[src/rtl/bmpspu_pkg.sv]
// Shared types and constants for the BMP stream pixel unpacker.
`default_nettype none

package bmpspu_pkg;

    // Result kinds carried on the output tuser
    typedef enum logic [2:0] {
        ST_PIXEL      = 3'd0,
        ST_HEADER_OK  = 3'd1,
        ST_BAD_MAGIC  = 3'd2,
        ST_BAD_INFO   = 3'd3,
        ST_BAD_DEPTH  = 3'd4,
        ST_TOO_LARGE  = 3'd5,
        ST_BAD_OFFSET = 3'd6
    } status_t;

    // Header layout: byte positions of the fields that are kept
    localparam logic [4:0] POS_MAGIC0 = 5'd0;
    localparam logic [4:0] POS_MAGIC1 = 5'd1;
    localparam logic [4:0] POS_OFFSET = 5'd10;
    localparam logic [4:0] POS_INFO   = 5'd14;
    localparam logic [4:0] POS_WIDTH  = 5'd18;
    localparam logic [4:0] POS_HEIGHT = 5'd22;
    localparam logic [4:0] POS_DEPTH  = 5'd28;
    localparam logic [4:0] POS_LAST   = 5'd29;

    localparam logic [7:0]  MAGIC_B    = 8'h42;
    localparam logic [7:0]  MAGIC_M    = 8'h4D;
    localparam logic [31:0] INFO_SIZE  = 32'd40;
    localparam logic [15:0] DEPTH_24   = 16'd24;
    localparam logic [15:0] DEPTH_32   = 16'd32;
    localparam logic [31:0] HDR_BYTES  = 32'd30;
    localparam logic [7:0]  BPP_3      = 8'd3;
    localparam logic [7:0]  BPP_4      = 8'd4;

endpackage

`default_nettype wire

[src/rtl/bmp_stream_pixel_unpacker_top.sv]
// Top level of the BMP stream pixel unpacker: header parse, skip, pixel unpack.
`default_nettype none

// The block takes a BMP file one byte per item (s_axis_tuser high on the first
// byte of a file restarts parsing) and gathers the first 30 bytes as header
// fields. On byte 29 it checks magic 'BM', info size 40, depth 24 or 32, width
// and height against 2^DIM_BITS-1 and pixel offset against 30, in that order,
// and emits one header or error item (status on m_axis_tuser). After a good
// header it skips to the pixel offset and emits one item per pixel byte with
// RGB(A) channel, column and top-down row; row padding yields no item.
// Errors, a header with zero width or height, and the final pixel byte
// carry tlast; later bytes are dropped until the next start of file.
// Rate: one byte per clock unless the output stalls; the combinational parser
// feeds the output register; input is ready while it is empty or draining.
module bmp_stream_pixel_unpacker_top #(
    parameter int DIM_BITS = 16
) (
    input  wire logic        clk,
    input  wire logic        rst_n,
    // s_axis_tdata [7:0] byte_value
    input  wire logic [7:0]  s_axis_tdata,
    // s_axis_tuser [0] start_of_file
    input  wire logic        s_axis_tuser,
    input  wire logic        s_axis_tvalid,
    output logic             s_axis_tready,
    // m_axis_tdata [1:0] channel, [17:2] pixel_x, [33:18] pixel_y,
    // [41:34] value, [47:42] zero
    output logic [47:0]      m_axis_tdata,
    // m_axis_tuser [2:0] status
    output logic [2:0]       m_axis_tuser,
    output logic             m_axis_tlast,
    output logic             m_axis_tvalid,
    input  wire logic        m_axis_tready
);

    typedef enum logic [2:0] {
        PH_HEADER,
        PH_SKIP,
        PH_PIXEL,
        PH_PAD,
        PH_DONE
    } phase_t;

    // Largest legal width or height
    localparam logic [32:0] DIM_LIMIT = (33'd1 << DIM_BITS) - 33'd1;

    phase_t                phase_reg, phase_next;
    logic [4:0]            hdr_cnt_reg, hdr_cnt_next;
    logic                  magic_ok_reg, magic_ok_next;
    logic [31:0]           offset_reg, offset_next;
    logic [31:0]           info_reg, info_next;
    logic [31:0]           width_reg, width_next;
    logic [31:0]           height_reg, height_next;
    logic [15:0]           depth_reg, depth_next;
    logic [31:0]           skip_reg, skip_next;
    logic [1:0]            bip_reg, bip_next;
    logic [DIM_BITS-1:0]   column_reg, column_next;
    logic [DIM_BITS-1:0]   row_reg, row_next;
    logic [1:0]            pad_reg, pad_next;

    // Output register
    logic                  out_valid_reg, out_valid_next;
    bmpspu_pkg::status_t   out_status_reg, out_status_next;
    logic [1:0]            out_channel_reg, out_channel_next;
    logic [15:0]           out_x_reg, out_x_next;
    logic [15:0]           out_y_reg, out_y_next;
    logic [7:0]            out_value_reg, out_value_next;
    logic                  out_last_reg, out_last_next;

    // Result of the byte at the input
    logic                  res_valid;
    bmpspu_pkg::status_t   res_status;
    logic [1:0]            res_channel;
    logic [15:0]           res_x;
    logic [15:0]           res_y;
    logic [7:0]            res_value;
    logic                  res_last;

    logic                  accept;
    phase_t                phase_cur;
    logic [4:0]            hdr_cnt_cur;
    logic                  magic_cur;
    logic [4:0]            rel_offset, rel_info, rel_width, rel_height, rel_depth;
    logic [15:0]           depth_now;
    bmpspu_pkg::status_t   check_status;
    logic                  bpp4;
    logic [1:0]            bpp_m1;
    logic [DIM_BITS-1:0]   width_dim, height_dim;
    logic [DIM_BITS-1:0]   column_inc, row_inc, y_dim;
    logic [31:0]           column_32, y_32;
    logic [31:0]           skip_dec;
    logic [1:0]            pad_dec;

    assign s_axis_tready = !out_valid_reg || m_axis_tready;
    assign accept        = s_axis_tvalid && s_axis_tready;

    // Start of file overrides the parse position
    assign phase_cur   = s_axis_tuser ? PH_HEADER : phase_reg;
    assign hdr_cnt_cur = s_axis_tuser ? '0 : hdr_cnt_reg;
    assign magic_cur   = s_axis_tuser ? 1'b1 : magic_ok_reg;

    assign rel_offset = hdr_cnt_cur - bmpspu_pkg::POS_OFFSET;
    assign rel_info   = hdr_cnt_cur - bmpspu_pkg::POS_INFO;
    assign rel_width  = hdr_cnt_cur - bmpspu_pkg::POS_WIDTH;
    assign rel_height = hdr_cnt_cur - bmpspu_pkg::POS_HEIGHT;
    assign rel_depth  = hdr_cnt_cur - bmpspu_pkg::POS_DEPTH;

    // Depth as seen on the closing header byte (its upper byte arrives now)
    assign depth_now = {s_axis_tdata, depth_reg[7:0]};

    always_comb
    begin
        if (!magic_cur)
            check_status = bmpspu_pkg::ST_BAD_MAGIC;
        else if (info_reg != bmpspu_pkg::INFO_SIZE)
            check_status = bmpspu_pkg::ST_BAD_INFO;
        else if (depth_now != bmpspu_pkg::DEPTH_24 && depth_now != bmpspu_pkg::DEPTH_32)
            check_status = bmpspu_pkg::ST_BAD_DEPTH;
        else if ({1'b0, width_reg} > DIM_LIMIT || {1'b0, height_reg} > DIM_LIMIT)
            check_status = bmpspu_pkg::ST_TOO_LARGE;
        else if (offset_reg < bmpspu_pkg::HDR_BYTES)
            check_status = bmpspu_pkg::ST_BAD_OFFSET;
        else
            check_status = bmpspu_pkg::ST_HEADER_OK;
    end

    // Pixel geometry; dimensions fit DIM_BITS once the header has passed
    assign bpp4       = (depth_reg == bmpspu_pkg::DEPTH_32);
    assign bpp_m1     = bpp4 ? 2'd3 : 2'd2;
    assign width_dim  = width_reg[DIM_BITS-1:0];
    assign height_dim = height_reg[DIM_BITS-1:0];
    assign column_inc = column_reg + 1'b1;
    assign row_inc    = row_reg + 1'b1;
    assign y_dim      = height_dim - row_reg - 1'b1;
    assign column_32  = 32'(column_reg);
    assign y_32       = 32'(y_dim);
    assign skip_dec   = skip_reg - 32'd1;
    assign pad_dec    = pad_reg - 2'd1;

    always_comb
    begin
        phase_next    = phase_cur;
        hdr_cnt_next  = hdr_cnt_cur;
        magic_ok_next = magic_cur;
        offset_next   = offset_reg;
        info_next     = info_reg;
        width_next    = width_reg;
        height_next   = height_reg;
        depth_next    = depth_reg;
        skip_next     = skip_reg;
        bip_next      = bip_reg;
        column_next   = column_reg;
        row_next      = row_reg;
        pad_next      = pad_reg;

        res_valid   = 1'b0;
        res_status  = bmpspu_pkg::ST_PIXEL;
        res_channel = '0;
        res_x       = '0;
        res_y       = '0;
        res_value   = '0;
        res_last    = 1'b0;

        case (phase_cur)
            PH_HEADER:
            begin
                if (hdr_cnt_cur == bmpspu_pkg::POS_MAGIC0 && s_axis_tdata != bmpspu_pkg::MAGIC_B)
                    magic_ok_next = 1'b0;
                if (hdr_cnt_cur == bmpspu_pkg::POS_MAGIC1 && s_axis_tdata != bmpspu_pkg::MAGIC_M)
                    magic_ok_next = 1'b0;
                if (rel_offset < 5'd4)
                    offset_next[8*rel_offset[1:0] +: 8] = s_axis_tdata;
                if (rel_info < 5'd4)
                    info_next[8*rel_info[1:0] +: 8] = s_axis_tdata;
                if (rel_width < 5'd4)
                    width_next[8*rel_width[1:0] +: 8] = s_axis_tdata;
                if (rel_height < 5'd4)
                    height_next[8*rel_height[1:0] +: 8] = s_axis_tdata;
                if (rel_depth < 5'd2)
                    depth_next[8*rel_depth[0] +: 8] = s_axis_tdata;

                if (hdr_cnt_cur >= bmpspu_pkg::POS_LAST)
                begin
                    hdr_cnt_next = '0;
                    res_valid    = 1'b1;
                    res_status   = check_status;
                    if (check_status != bmpspu_pkg::ST_HEADER_OK)
                    begin
                        phase_next = PH_DONE;
                        res_last   = 1'b1;
                    end
                    else
                    begin
                        bip_next    = '0;
                        column_next = '0;
                        row_next    = '0;
                        pad_next    = '0;
                        res_x       = width_reg[15:0];
                        res_y       = height_reg[15:0];
                        res_value   = (depth_now == bmpspu_pkg::DEPTH_32) ?
                                      bmpspu_pkg::BPP_4 : bmpspu_pkg::BPP_3;
                        if (width_reg == '0 || height_reg == '0)
                        begin
                            phase_next = PH_DONE;
                            res_last   = 1'b1;
                        end
                        else
                        begin
                            skip_next  = offset_reg - bmpspu_pkg::HDR_BYTES;
                            phase_next = (offset_reg == bmpspu_pkg::HDR_BYTES) ?
                                         PH_PIXEL : PH_SKIP;
                        end
                    end
                end
                else
                begin
                    hdr_cnt_next = hdr_cnt_cur + 5'd1;
                end
            end

            PH_SKIP:
            begin
                skip_next = skip_dec;
                if (skip_dec == '0)
                    phase_next = PH_PIXEL;
            end

            PH_PAD:
            begin
                pad_next = pad_dec;
                if (pad_dec == '0)
                    phase_next = PH_PIXEL;
            end

            PH_PIXEL:
            begin
                res_valid   = 1'b1;
                res_status  = bmpspu_pkg::ST_PIXEL;
                res_channel = bpp_m1 - bip_reg;
                res_x       = column_32[15:0];
                res_y       = y_32[15:0];
                res_value   = s_axis_tdata;
                bip_next    = bip_reg + 2'd1;
                if (bip_reg == bpp_m1)
                begin
                    bip_next    = '0;
                    column_next = column_inc;
                    if (column_inc == width_dim)
                    begin
                        column_next = '0;
                        row_next    = row_inc;
                        if (row_inc == height_dim)
                        begin
                            res_last   = 1'b1;
                            phase_next = PH_DONE;
                        end
                        else if (!bpp4 && width_reg[1:0] != 2'd0)
                        begin
                            // 24-bit rows pad by width mod 4 bytes
                            pad_next   = width_reg[1:0];
                            phase_next = PH_PAD;
                        end
                    end
                end
            end

            default:
            begin
                // Drop bytes until the next start of file
                phase_next = PH_DONE;
            end
        endcase
    end

    always_comb
    begin
        out_valid_next   = out_valid_reg;
        out_status_next  = out_status_reg;
        out_channel_next = out_channel_reg;
        out_x_next       = out_x_reg;
        out_y_next       = out_y_reg;
        out_value_next   = out_value_reg;
        out_last_next    = out_last_reg;
        if (m_axis_tready)
            out_valid_next = 1'b0;
        if (accept)
        begin
            out_valid_next = res_valid;
            if (res_valid)
            begin
                out_status_next  = res_status;
                out_channel_next = res_channel;
                out_x_next       = res_x;
                out_y_next       = res_y;
                out_value_next   = res_value;
                out_last_next    = res_last;
            end
        end
    end

    always_ff @(posedge clk or negedge rst_n)
    begin
        if (!rst_n)
        begin
            phase_reg       <= PH_HEADER;
            hdr_cnt_reg     <= '0;
            magic_ok_reg    <= 1'b1;
            offset_reg      <= '0;
            info_reg        <= '0;
            width_reg       <= '0;
            height_reg      <= '0;
            depth_reg       <= '0;
            skip_reg        <= '0;
            bip_reg         <= '0;
            column_reg      <= '0;
            row_reg         <= '0;
            pad_reg         <= '0;
            out_valid_reg   <= 1'b0;
            out_status_reg  <= bmpspu_pkg::ST_PIXEL;
            out_channel_reg <= '0;
            out_x_reg       <= '0;
            out_y_reg       <= '0;
            out_value_reg   <= '0;
            out_last_reg    <= 1'b0;
        end
        else
        begin
            if (accept)
            begin
                phase_reg    <= phase_next;
                hdr_cnt_reg  <= hdr_cnt_next;
                magic_ok_reg <= magic_ok_next;
                offset_reg   <= offset_next;
                info_reg     <= info_next;
                width_reg    <= width_next;
                height_reg   <= height_next;
                depth_reg    <= depth_next;
                skip_reg     <= skip_next;
                bip_reg      <= bip_next;
                column_reg   <= column_next;
                row_reg      <= row_next;
                pad_reg      <= pad_next;
            end
            out_valid_reg   <= out_valid_next;
            out_status_reg  <= out_status_next;
            out_channel_reg <= out_channel_next;
            out_x_reg       <= out_x_next;
            out_y_reg       <= out_y_next;
            out_value_reg   <= out_value_next;
            out_last_reg    <= out_last_next;
        end
    end

    assign m_axis_tvalid = out_valid_reg;
    assign m_axis_tuser  = out_status_reg;
    assign m_axis_tlast  = out_last_reg;
    assign m_axis_tdata  = {6'd0, out_value_reg, out_y_reg, out_x_reg, out_channel_reg};

    // A closing item always parks the parser until the next file
    a_last_parks: assert property (@(posedge clk) disable iff (!rst_n)
        accept && res_valid && res_last |=> phase_reg == PH_DONE)
        else $error("closing item did not park the parser");

    a_skip_nonzero: assert property (@(posedge clk) disable iff (!rst_n)
        phase_reg == PH_SKIP |-> skip_reg != '0)
        else $error("skip phase with nothing left to skip");

    a_pad_nonzero: assert property (@(posedge clk) disable iff (!rst_n)
        phase_reg == PH_PAD |-> pad_reg != '0)
        else $error("pad phase with no padding left");

    a_hdr_range: assert property (@(posedge clk) disable iff (!rst_n)
        hdr_cnt_reg <= bmpspu_pkg::POS_LAST)
        else $error("header byte count ran past the header");

endmodule

`default_nettype wire
[config.mk]
export PLATFORM = sky130hd
export DESIGN_NAME = bmp_stream_pixel_unpacker_top
export DESIGN_NICKNAME = d
export VERILOG_FILES = /design/src/rtl/bmpspu_pkg.sv /design/src/rtl/bmp_stream_pixel_unpacker_top.sv
export SDC_FILE = /design/constraint.sdc
export NUM_CORES = 1
export LEC_CHECK = 0
export ABC_AREA = 1
export BUFFER_PORTS_ARGS = -buffer_cell sky130_fd_sc_hd__buf_2
export CAP_MARGIN = 20
export CORE_AREA = 10 10 190 192
export DETAILED_ROUTE_END_ITERATION = 8
export DIE_AREA = 0 0 200 202
export PLACE_DENSITY = 0.64
export SLEW_MARGIN = 40
export SYNTH_ARGS = -nofsm -noshare
export SYNTH_HDL_FRONTEND = slang
export SYNTH_SLANG_ARGS = --single-unit
[constraint.sdc]
create_clock -name clk -period 8.2 [get_ports clk]
set_input_delay 1.64 -clock clk [delete_from_list [all_inputs] [get_ports clk]]
set_output_delay 1.64 -clock clk [all_outputs]
set_load 0.02 [all_outputs]
After elaboration in Yosys (flattened, before gate mapping)
Cells that the tools add are included.

Muxes and demuxes: 75. Order comparisons: 9. Add/subtract/negate cells: 20. Reduce and logical (&&, ||, !) cells: 32. Equality and inequality tests: 23. Shifts and indexed selects: 10.

Operator list (number): $mux 16 (10); $neg 5->34 (4); $shift 8x34->32 const A (4); $shiftx 8x34->32 (4); $bwmux 32 (4); $pmux 16 s2 (4); $logic_not 32->1 (3); $mux 32 (3); $gt 32x16->1 const B (2); $pmux 32 s2 (1); $mux 3 (20); $neg 4->34 (1); $shift 8x34->16 const A (1); $shiftx 8x34->16 (1); $add 16x1->16 const B (2); $eq 16x16->1 (2); $eq 16x6->1 const B (2); $eq 32x5->1 const B (1); $lt 32x5->1 const B (1); $ne 32x6->1 const B (1); $sub 32x1->32 const B (1); $sub 32x5->32 const B (1); $lt 5x3->1 const B (4); $mux 2 (9); other kinds (41) (83).

Register bits: 268. Bits of input ports: 13.

Longest topological paths before layout
Gate-level depths: netlist of the first run.

Word-level depth: 10. Gate-level depth with buffers: 18. Depth with buffers taken out: 18.

Least setup slack after synthesis of the first run
OpenSTA, ideal clock, no wires.

Kind: input to register. Start point: in s_axis_tuser. End point: reg out_x_reg[0]. Arrival: 3.989 ns. Buffers on the path: 5. Data required time: 8.083 ns. Path slack: 4.094 ns. Library setup time: 0.117 ns. Stages on the path: 16. Cell sequence: buf_6 -> nor2_1 -> clkbuf_1 -> clkbuf_1 -> ha_1 -> inv_1 -> o21ai_2 -> inv_1 -> nor2_2 -> nand2_1 -> nand2_2 -> inv_2 -> buf_2 -> buf_2 -> nand2_1 -> nand2_1.

Word-level cells in the longest chain between the ends: 6. Elaborated cells on any way between the ends: 14. Classes of those cells: 1 x order compare; 2 x eq/ne; 9 x mux; 2 x reduce/logical.

RTL lines: from (decl) (RTL line bmp_stream_pixel_unpacker_top.sv:23) `input wire logic s_axis_tuser,`; branches (longest 6 deep; another with $ge 5x5->1); to (signal assigned) (RTL line bmp_stream_pixel_unpacker_top.sv:347) `out_x_reg <= out_x_next;`; to (decl) (RTL line bmp_stream_pixel_unpacker_top.sv:65) `logic [15:0] out_x_reg, out_x_next;`.

Parallel ways; which one is timed is not known. A chain may end at the register's enable or synchronous reset.

Final worst setup path of the first run
Start point: in s_axis_tuser. End point: reg out_status_reg[0], in the netlist m_axis_tuser[0].

Word-level cells in the longest chain between the ends: 5. Elaborated cells on any way between the ends: 12. Classes of those cells: 1 x order compare; 1 x eq/ne; 8 x mux; 2 x reduce/logical.

RTL lines: $mux 5 (RTL line bmp_stream_pixel_unpacker_top.sv:99) `assign hdr_cnt_cur = s_axis_tuser ? '0 : hdr_cnt_reg;`; $ge 5x5->1 (RTL line bmp_stream_pixel_unpacker_top.sv:182) `if (hdr_cnt_cur >= bmpspu_pkg::POS_LAST)`; $mux 1 (RTL line bmp_stream_pixel_unpacker_top.sv:182); $pmux 1 s2 (RTL line bmp_stream_pixel_unpacker_top.sv:164) `case (phase_cur)`; $reduce_and 2->1 (no line); to (signal assigned) (RTL line bmp_stream_pixel_unpacker_top.sv:319) `out_status_reg <= bmpspu_pkg::ST_PIXEL;`; to (signal assigned) (RTL line bmp_stream_pixel_unpacker_top.sv:345) `out_status_reg <= out_status_next;`; to (decl) (RTL line bmp_stream_pixel_unpacker_top.sv:63) `bmpspu_pkg::status_t out_status_reg, out_status_next;`.

Parallel ways exist; a longest one is shown, timed or not.

==> results_dict.tcl, run 1 <==
set metrics [dict create \
    cp.arrival_ns 4.93 \
    path_delay_family "buffers and inverters" \
    path_cells "buf_2 > nor2_1 > ha_1 > nand2_1 > o21ai_2 > inv_1 > nor2_2 > nand2_1 > nand2_2 > buf_4 > clkinv_2 > a32o_1" \
    coreArea_um2 32290 \
    grt_max_degree 84 \
    crit_path_end_kind "flip-flop" \
    worstSetupPathType "input port to flip-flop" \
    ys_seq_area_share_pct 42.11 \
    clk_pin_slew_ns 0.06 \
    synth_top_family_by_area "simple AND/OR/NAND/NOR gates" \
    grt-ovfl-total 0 \
    wl_per_cell_um 17.00 \
    port_buffers 60 \
    drtPass1Iterations 6 \
    drc 0 \
    required_ns 8.60 \
    viasPerCell 5.337 \
    postCtsSetupBuffers 0 \
    synth_top_cell_by_area "dfrtp_1" \
    synth_edf_count 0 \
    ys_types 61 \
    worst_slew_pin_slew_ns 0.8525 \
    synth-xor-area-share_pct 3.590 \
    cts.htree.levels 2 \
    synth.cell_area_um2 15930 \
    max_cap_viol_count 0 \
    period_share_pct 55.27 \
    ios 67 \
    synthArstFlopShare_pct 100.0 \
    vias 14165 \
    die-area_um2 40400 \
    crit_buf_inv 4 \
    fmax_mhz 220.7 \
    period_needed_ns 4.532 \
    wirelength_um 45110 \
    numCtsBuffers 34 \
    ys_warn_count 0 \
    hold_slack_ns 0.4614 \
    drive_above_1_share_pct 9.950 \
    ctsRootBufferMaster "clkbuf_16" \
    timing.setup.tns_ns 0 \
    ys_ff_latch 268 \
    powerDensity_nw_per_um2 209.7 \
    cts_resized 0 \
    ys.flop_type "dfrtp_1" \
    cp-start-kind "input port" \
    finalSetupViolations 0 \
    start_util_pct 49.33 \
    critical_path.most_common_cell "nand2_1" \
    slowest_delay_ns 0.64 \
    drtIter0Drc 1008 \
    cts_tree "yes" \
    cp_max_fo 47 \
    status "finished, final reports clean" \
    rsz0062_at_grt "false" \
    area_delta_synth_final_pct 11.19 \
    grt_pass1_vias 13698 \
    clock_sinks 268 \
    synth_compound_area_share_pct 12.36 \
    worstHoldPathType "flip-flop to flip-flop" \
    yosysMostFrequentCell "nand2_1" \
    ant_nets 0 \
    finClkSkew_ns 0.01683 \
    cp_slowest_cell "clkinv_2" \
    vdd_drop_max_uv 187.6 \
    slew_viol_final 0 \
    gp_congestion 0.9258 \
    p_leak_nw 8.308 \
    synthCells 2135 \
    insertion_delay_ns 0.51 \
    clk_path_buf_depth 3 \
    die_h_um 202 \
    syn_area_per_cell_um2 7.460 \
    hpwl_um 33330 \
    final_hold_viol_count 0 \
    yosys.area.top_type_share_pct 41.95 \
    postCtsHoldBufs 0 \
    synthTopCellsByCount "nand2_1 (609), dfrtp_1 (267), inv_1 (227)" \
    synth-simple-area-share_pct 29.61 \
    synth-adder-area-share_pct 3.032 \
    grt_pass1_wl_um 72400 \
    muxShareOfSynthArea_pct 1.335 \
    relSlewSlack_pct 42.73 \
    antenna_found_initial 1 \
    grt_usage_pct 22.21 \
    fp-row-count 66 \
    nets 2238 \
    die_x_um 200 \
    instances_no_fill 2654 \
    place_inst 2593 \
    synthTopCellsByArea "dfrtp_1 (42%), nand2_1 (14%), o21ai_0 (6.0%)" \
]
per-layer routing:
| layer | vias up | routed length (um) | global-route usage (%) |
|---|---|---|---|
| li1 | 7057 | - | - |
| met1 | 6645 | 20920 | 30.89 |
| met2 | 382 | 20360 | 34.69 |
| met3 | 81 | 2662 | 3.688 |
| met4 | 0 | 1164 | 6.573 |
| met5 | - | 0 | 0 |
worst paths after layout:
path,slack (ns),from,end,cells after the start
min,0.46,magic_ok_reg,magic_ok_reg,2
max reg2reg,4.62,hdr_cnt_reg[1],m_axis_tuser[0],13
max in group asynchronous,5.73,rst_n,offset_reg[6],3
min in group asynchronous,1.03,rst_n,skip_reg[25],1
min reg2reg,0.46,magic_ok_reg,magic_ok_reg,2
max,3.67,s_axis_tuser,m_axis_tuser[0],12
power by group:
part	leakage [nW]	total, mW	internal [mW]	switching, mW
combinational	4.50	0.637	0.199	0.438
sequential	3.26	1.60	1.49	0.112
clock	0.549	1.47	0.893	0.581
metrics by stage:
step	cell area (um^2)	power (mW)	util, %	setup WS [ns]
after floorplan	15950	2.046	-	4.094
after global placement	16550	2.233	51.25	3.547
after detailed placement	16590	2.250	51.38	3.469
after CTS	17690	3.734	54.79	4.002
after global routing	17710	3.911	54.84	3.362
final	17710	3.714	54.85	3.668
placed cells by master, fill, tap and decap left out, drive strengths merged, types with 2 or more instances in the layout:
master	netlist	final
nand3	120	120
or2	6	6
mux2	18	18
clkbuf	21	48
a21oi	38	38
nand3b	3	3
o211ai	13	13
nor4	16	16
xnor2	9	9
a21o	4	4
buf	39	71
nor3	37	37
o31ai	4	4
o22ai	43	43
clkinv	2	11
a31oi	7	7
nor2	252	252
o21ai	227	227
a22oi	2	2
xor2	51	51
nand2	614	614
o21a	3	3
and2	2	2
conb	1	6
ha	37	37
bufinv	0	2
nand4	43	43
inv	243	244
dfrtp	267	267
layout make-up:
type                    count  area (um^2)
diodes                      1        2.502
clock buffers              48        973.4
clock inverters            12        128.9
fillers                  3142        14580
inverters                 245        923.4
multi-input cells        1567         8000
flip-flops and latches    268         6708
well taps                 442        553.0
repair buffers             71        420.4
worst min-delay path: cells and delay by family, from the launching register on:
family                 cells  cell delay [ns]
DFF                        1             0.37
AOI/OAI and AO/OA          1             0.05
buffers and inverters      1             0.04
logic make-up (layout without fill, tap and decap cells):
group	after synthesis	in the layout
AOI/OAI and AO/OA	348	348
xor gates and xnor gates	62	62
adders and majority gates	38	38
buffers and inverters	305	376
DFF	268	268
muxes	19	19
other	1	7
and+or+nand+nor	1094	1094
No activity file was read; power rests on OpenSTA's default activity.
==> inputs of run 2 (changes only) <==
==> constraint.sdc (replaced) <==
create_clock -name clk -period 4.54 [get_ports clk]
set_input_delay 0.908 -clock clk [delete_from_list [all_inputs] [get_ports clk]]
set_output_delay 0.908 -clock clk [all_outputs]
set_load 0.02 [all_outputs]
==> run 2 against run 1 <==
Power increased by 78%. Sequential cell count unchanged. Non-clock buffer count increased by 3. Register-to-register slack got worse by 3.3 ns. Wire length increased by 2.0%. Critical endpoint is now column_reg[5]. Largest cell class unchanged.
==> results_dict.tcl, run 2 (synthesis gave the netlist of run 1 again) <==
set metrics [dict create \
    drtPass1Iterations 5 \
    relSlewSlack_pct 45.10 \
    grt_pass1_vias 13689 \
    p_leak_nw 8.278 \
    clkPwrFrac_pct 38.6 \
    max_cap_viol_count 0 \
    vdd_drop_max_uv 355.5 \
    worstHoldPathType "input port to async pin" \
    coreArea_um2 32290 \
    wl_per_cell_um 17.32 \
    design_area_um2 17640 \
    grt-ovfl-total 0 \
    drc 0 \
    grt_max_degree 67 \
    required_ns 4.97 \
    instances_no_fill 2655 \
    wirelength_um 45990 \
    swShare_pct 31.09 \
    rrSetupSlack_ns 1.34 \
    final_cell_mix "nand2_1 (609), dfrtp_1 (267), inv_1 (227)" \
    powerDensity_nw_per_um2 373.9 \
    clk_pin_slew_ns 0.06 \
    slew_viol_final 0 \
    clock_sinks 268 \
    hpwl_um 33920 \
    area_delta_synth_final_pct 10.75 \
    ctsRootBufferMaster "clkbuf_16" \
    worst_slew_pin_slew_ns 0.8205 \
    die-area_um2 40400 \
    cp.arrival_ns 3.63 \
    nets 2238 \
    final_hold_viol_count 0 \
    gp_congestion 0.9276 \
    clk_path_buf_depth 3 \
    timing.setup.tns_ns 0 \
    rsz0062_at_grt "false" \
    period_needed_ns 3.199 \
    worstSetupPathType "flip-flop to flip-flop" \
    postCtsHoldBufs 0 \
    final_common_cell "nand2_1" \
    rr_endpoint "column_reg[5]" \
    cts.htree.levels 1 \
    status "finished, final reports clean" \
    vias 14400 \
    grt_usage_pct 22.90 \
    cp-start-kind "flip-flop" \
    finClkSkew_ns 0.02997 \
    seq_power_share_pct 43.9 \
    ios 67 \
    antenna_found_initial 0 \
    share_comb_of_total_power_pct 17.5 \
    insertion_delay_ns 0.60 \
    viasPerCell 5.424 \
    postCtsSetupBuffers 0 \
    worstReg2RegStart "column_reg[0]" \
    numCtsBuffers 31 \
    period_share_pct 70.47 \
    cts_tree "yes" \
    drive_above_1_share_pct 9.629 \
    fp-row-count 66 \
    cts_resized 0 \
    fmax_mhz 312.6 \
    drtIter0Drc 1068 \
    place_inst 2596 \
    reg2regPathDepth 14 \
    p_sw_mw 2.051 \
    start_util_pct 49.33 \
    ant_nets 0 \
    port_buffers 60 \
    cp_max_fo 12 \
    place_area_um2 16610 \
    die_x_um 200 \
    finalSetupViolations 0 \
    die_h_um 202 \
    grt_pass1_wl_um 74860 \
    crit_path_end_kind "flip-flop" \
    p_int_mw 4.545 \
]
## run 2: changes by cell type in the layout (fill, tap and decap cells not counted), moves of 2 or more
cell	change
buf_6	-2
nor3_2	-4
buf_4	+4
clkbuf_16	-3
clkinv_2	-3
nor3_1	+4
clkbuf_1	+4
## run 2: cell type report
class	count	area [um^2]
Clock buffer	49	913.4
Multi-Input combinational cell	1567	7980
Tap cell	442	553.0
Timing Repair Buffer	74	447.9
Antenna cell	1	2.502
Sequential cell	268	6708
Fill cell	3145	14650
Clock inverter	9	113.9
Inverter	245	922.1
## run 2: how the worst max path moves through the flow
stage | startpoint | end | slack [ns] | cells after the start
2_1_floorplan | s_axis_tuser | out_x_reg[0] | 1.17 | 16
3_3_place_gp | s_axis_tuser | offset_reg[21] | 0.94 | 10
3_5_place_dp | s_axis_tuser | offset_reg[12] | 0.90 | 10
4_1_cts | row_reg[0] | out_y_reg[12] | 1.45 | 15
5_1_grt | column_reg[0] | column_reg[5] | 1.04 | 14
6_report | column_reg[0] | column_reg[5] | 1.34 | 14
## run 2: worst max-delay path: stages (launching register included)
cell     delay [ns]
dfrtp_1        0.45
ha_1           0.27
inv_1          0.10
nor2_1         0.43
nand3_1        0.14
nand2_1        0.10
nand2_1        0.07
nand2_1        0.08
nand4_1        0.11
nor3_1         0.15
nand3_1        0.21
nand2_2        0.18
inv_2          0.11
nand2_1        0.47
o22ai_1        0.15
## run 2: routing by layer
layer / wire (um) / global-route usage, %
met2: 20590 / 35.22
met5: 0 / 0
met3: 2742 / 3.954
met1: 21630 / 32.70
met4: 1031 / 5.545
## run 2: metrics by stage
stage / util (%) / hold slack (ns) / total power, mW / setup slack [ns]
2_1_floorplan: - / 0.4342 / 3.696 / 1.166
3_3_place_gp: 51.36 / 0.4512 / 4.038 / 0.9352
3_5_place_dp: 51.45 / 0.4601 / 4.076 / 0.9011
4_1_cts: 54.63 / 0.2461 / 6.631 / 1.448
5_1_grt: 54.63 / 0.2582 / 6.943 / 1.045
6_report: 54.63 / 0.2438 / 6.596 / 1.341
## run 2: power by group through the flow
stage | clock network (mW) | logic (mW) | registers [mW]
2_1_floorplan | 0 | 0.819 | 2.88
3_3_place_gp | 0 | 1.11 | 2.93
3_5_place_dp | 0 | 1.14 | 2.93
4_1_cts | 2.59 | 1.15 | 2.89
5_1_grt | 2.69 | 1.31 | 2.94
6_report | 2.54 | 1.15 | 2.90
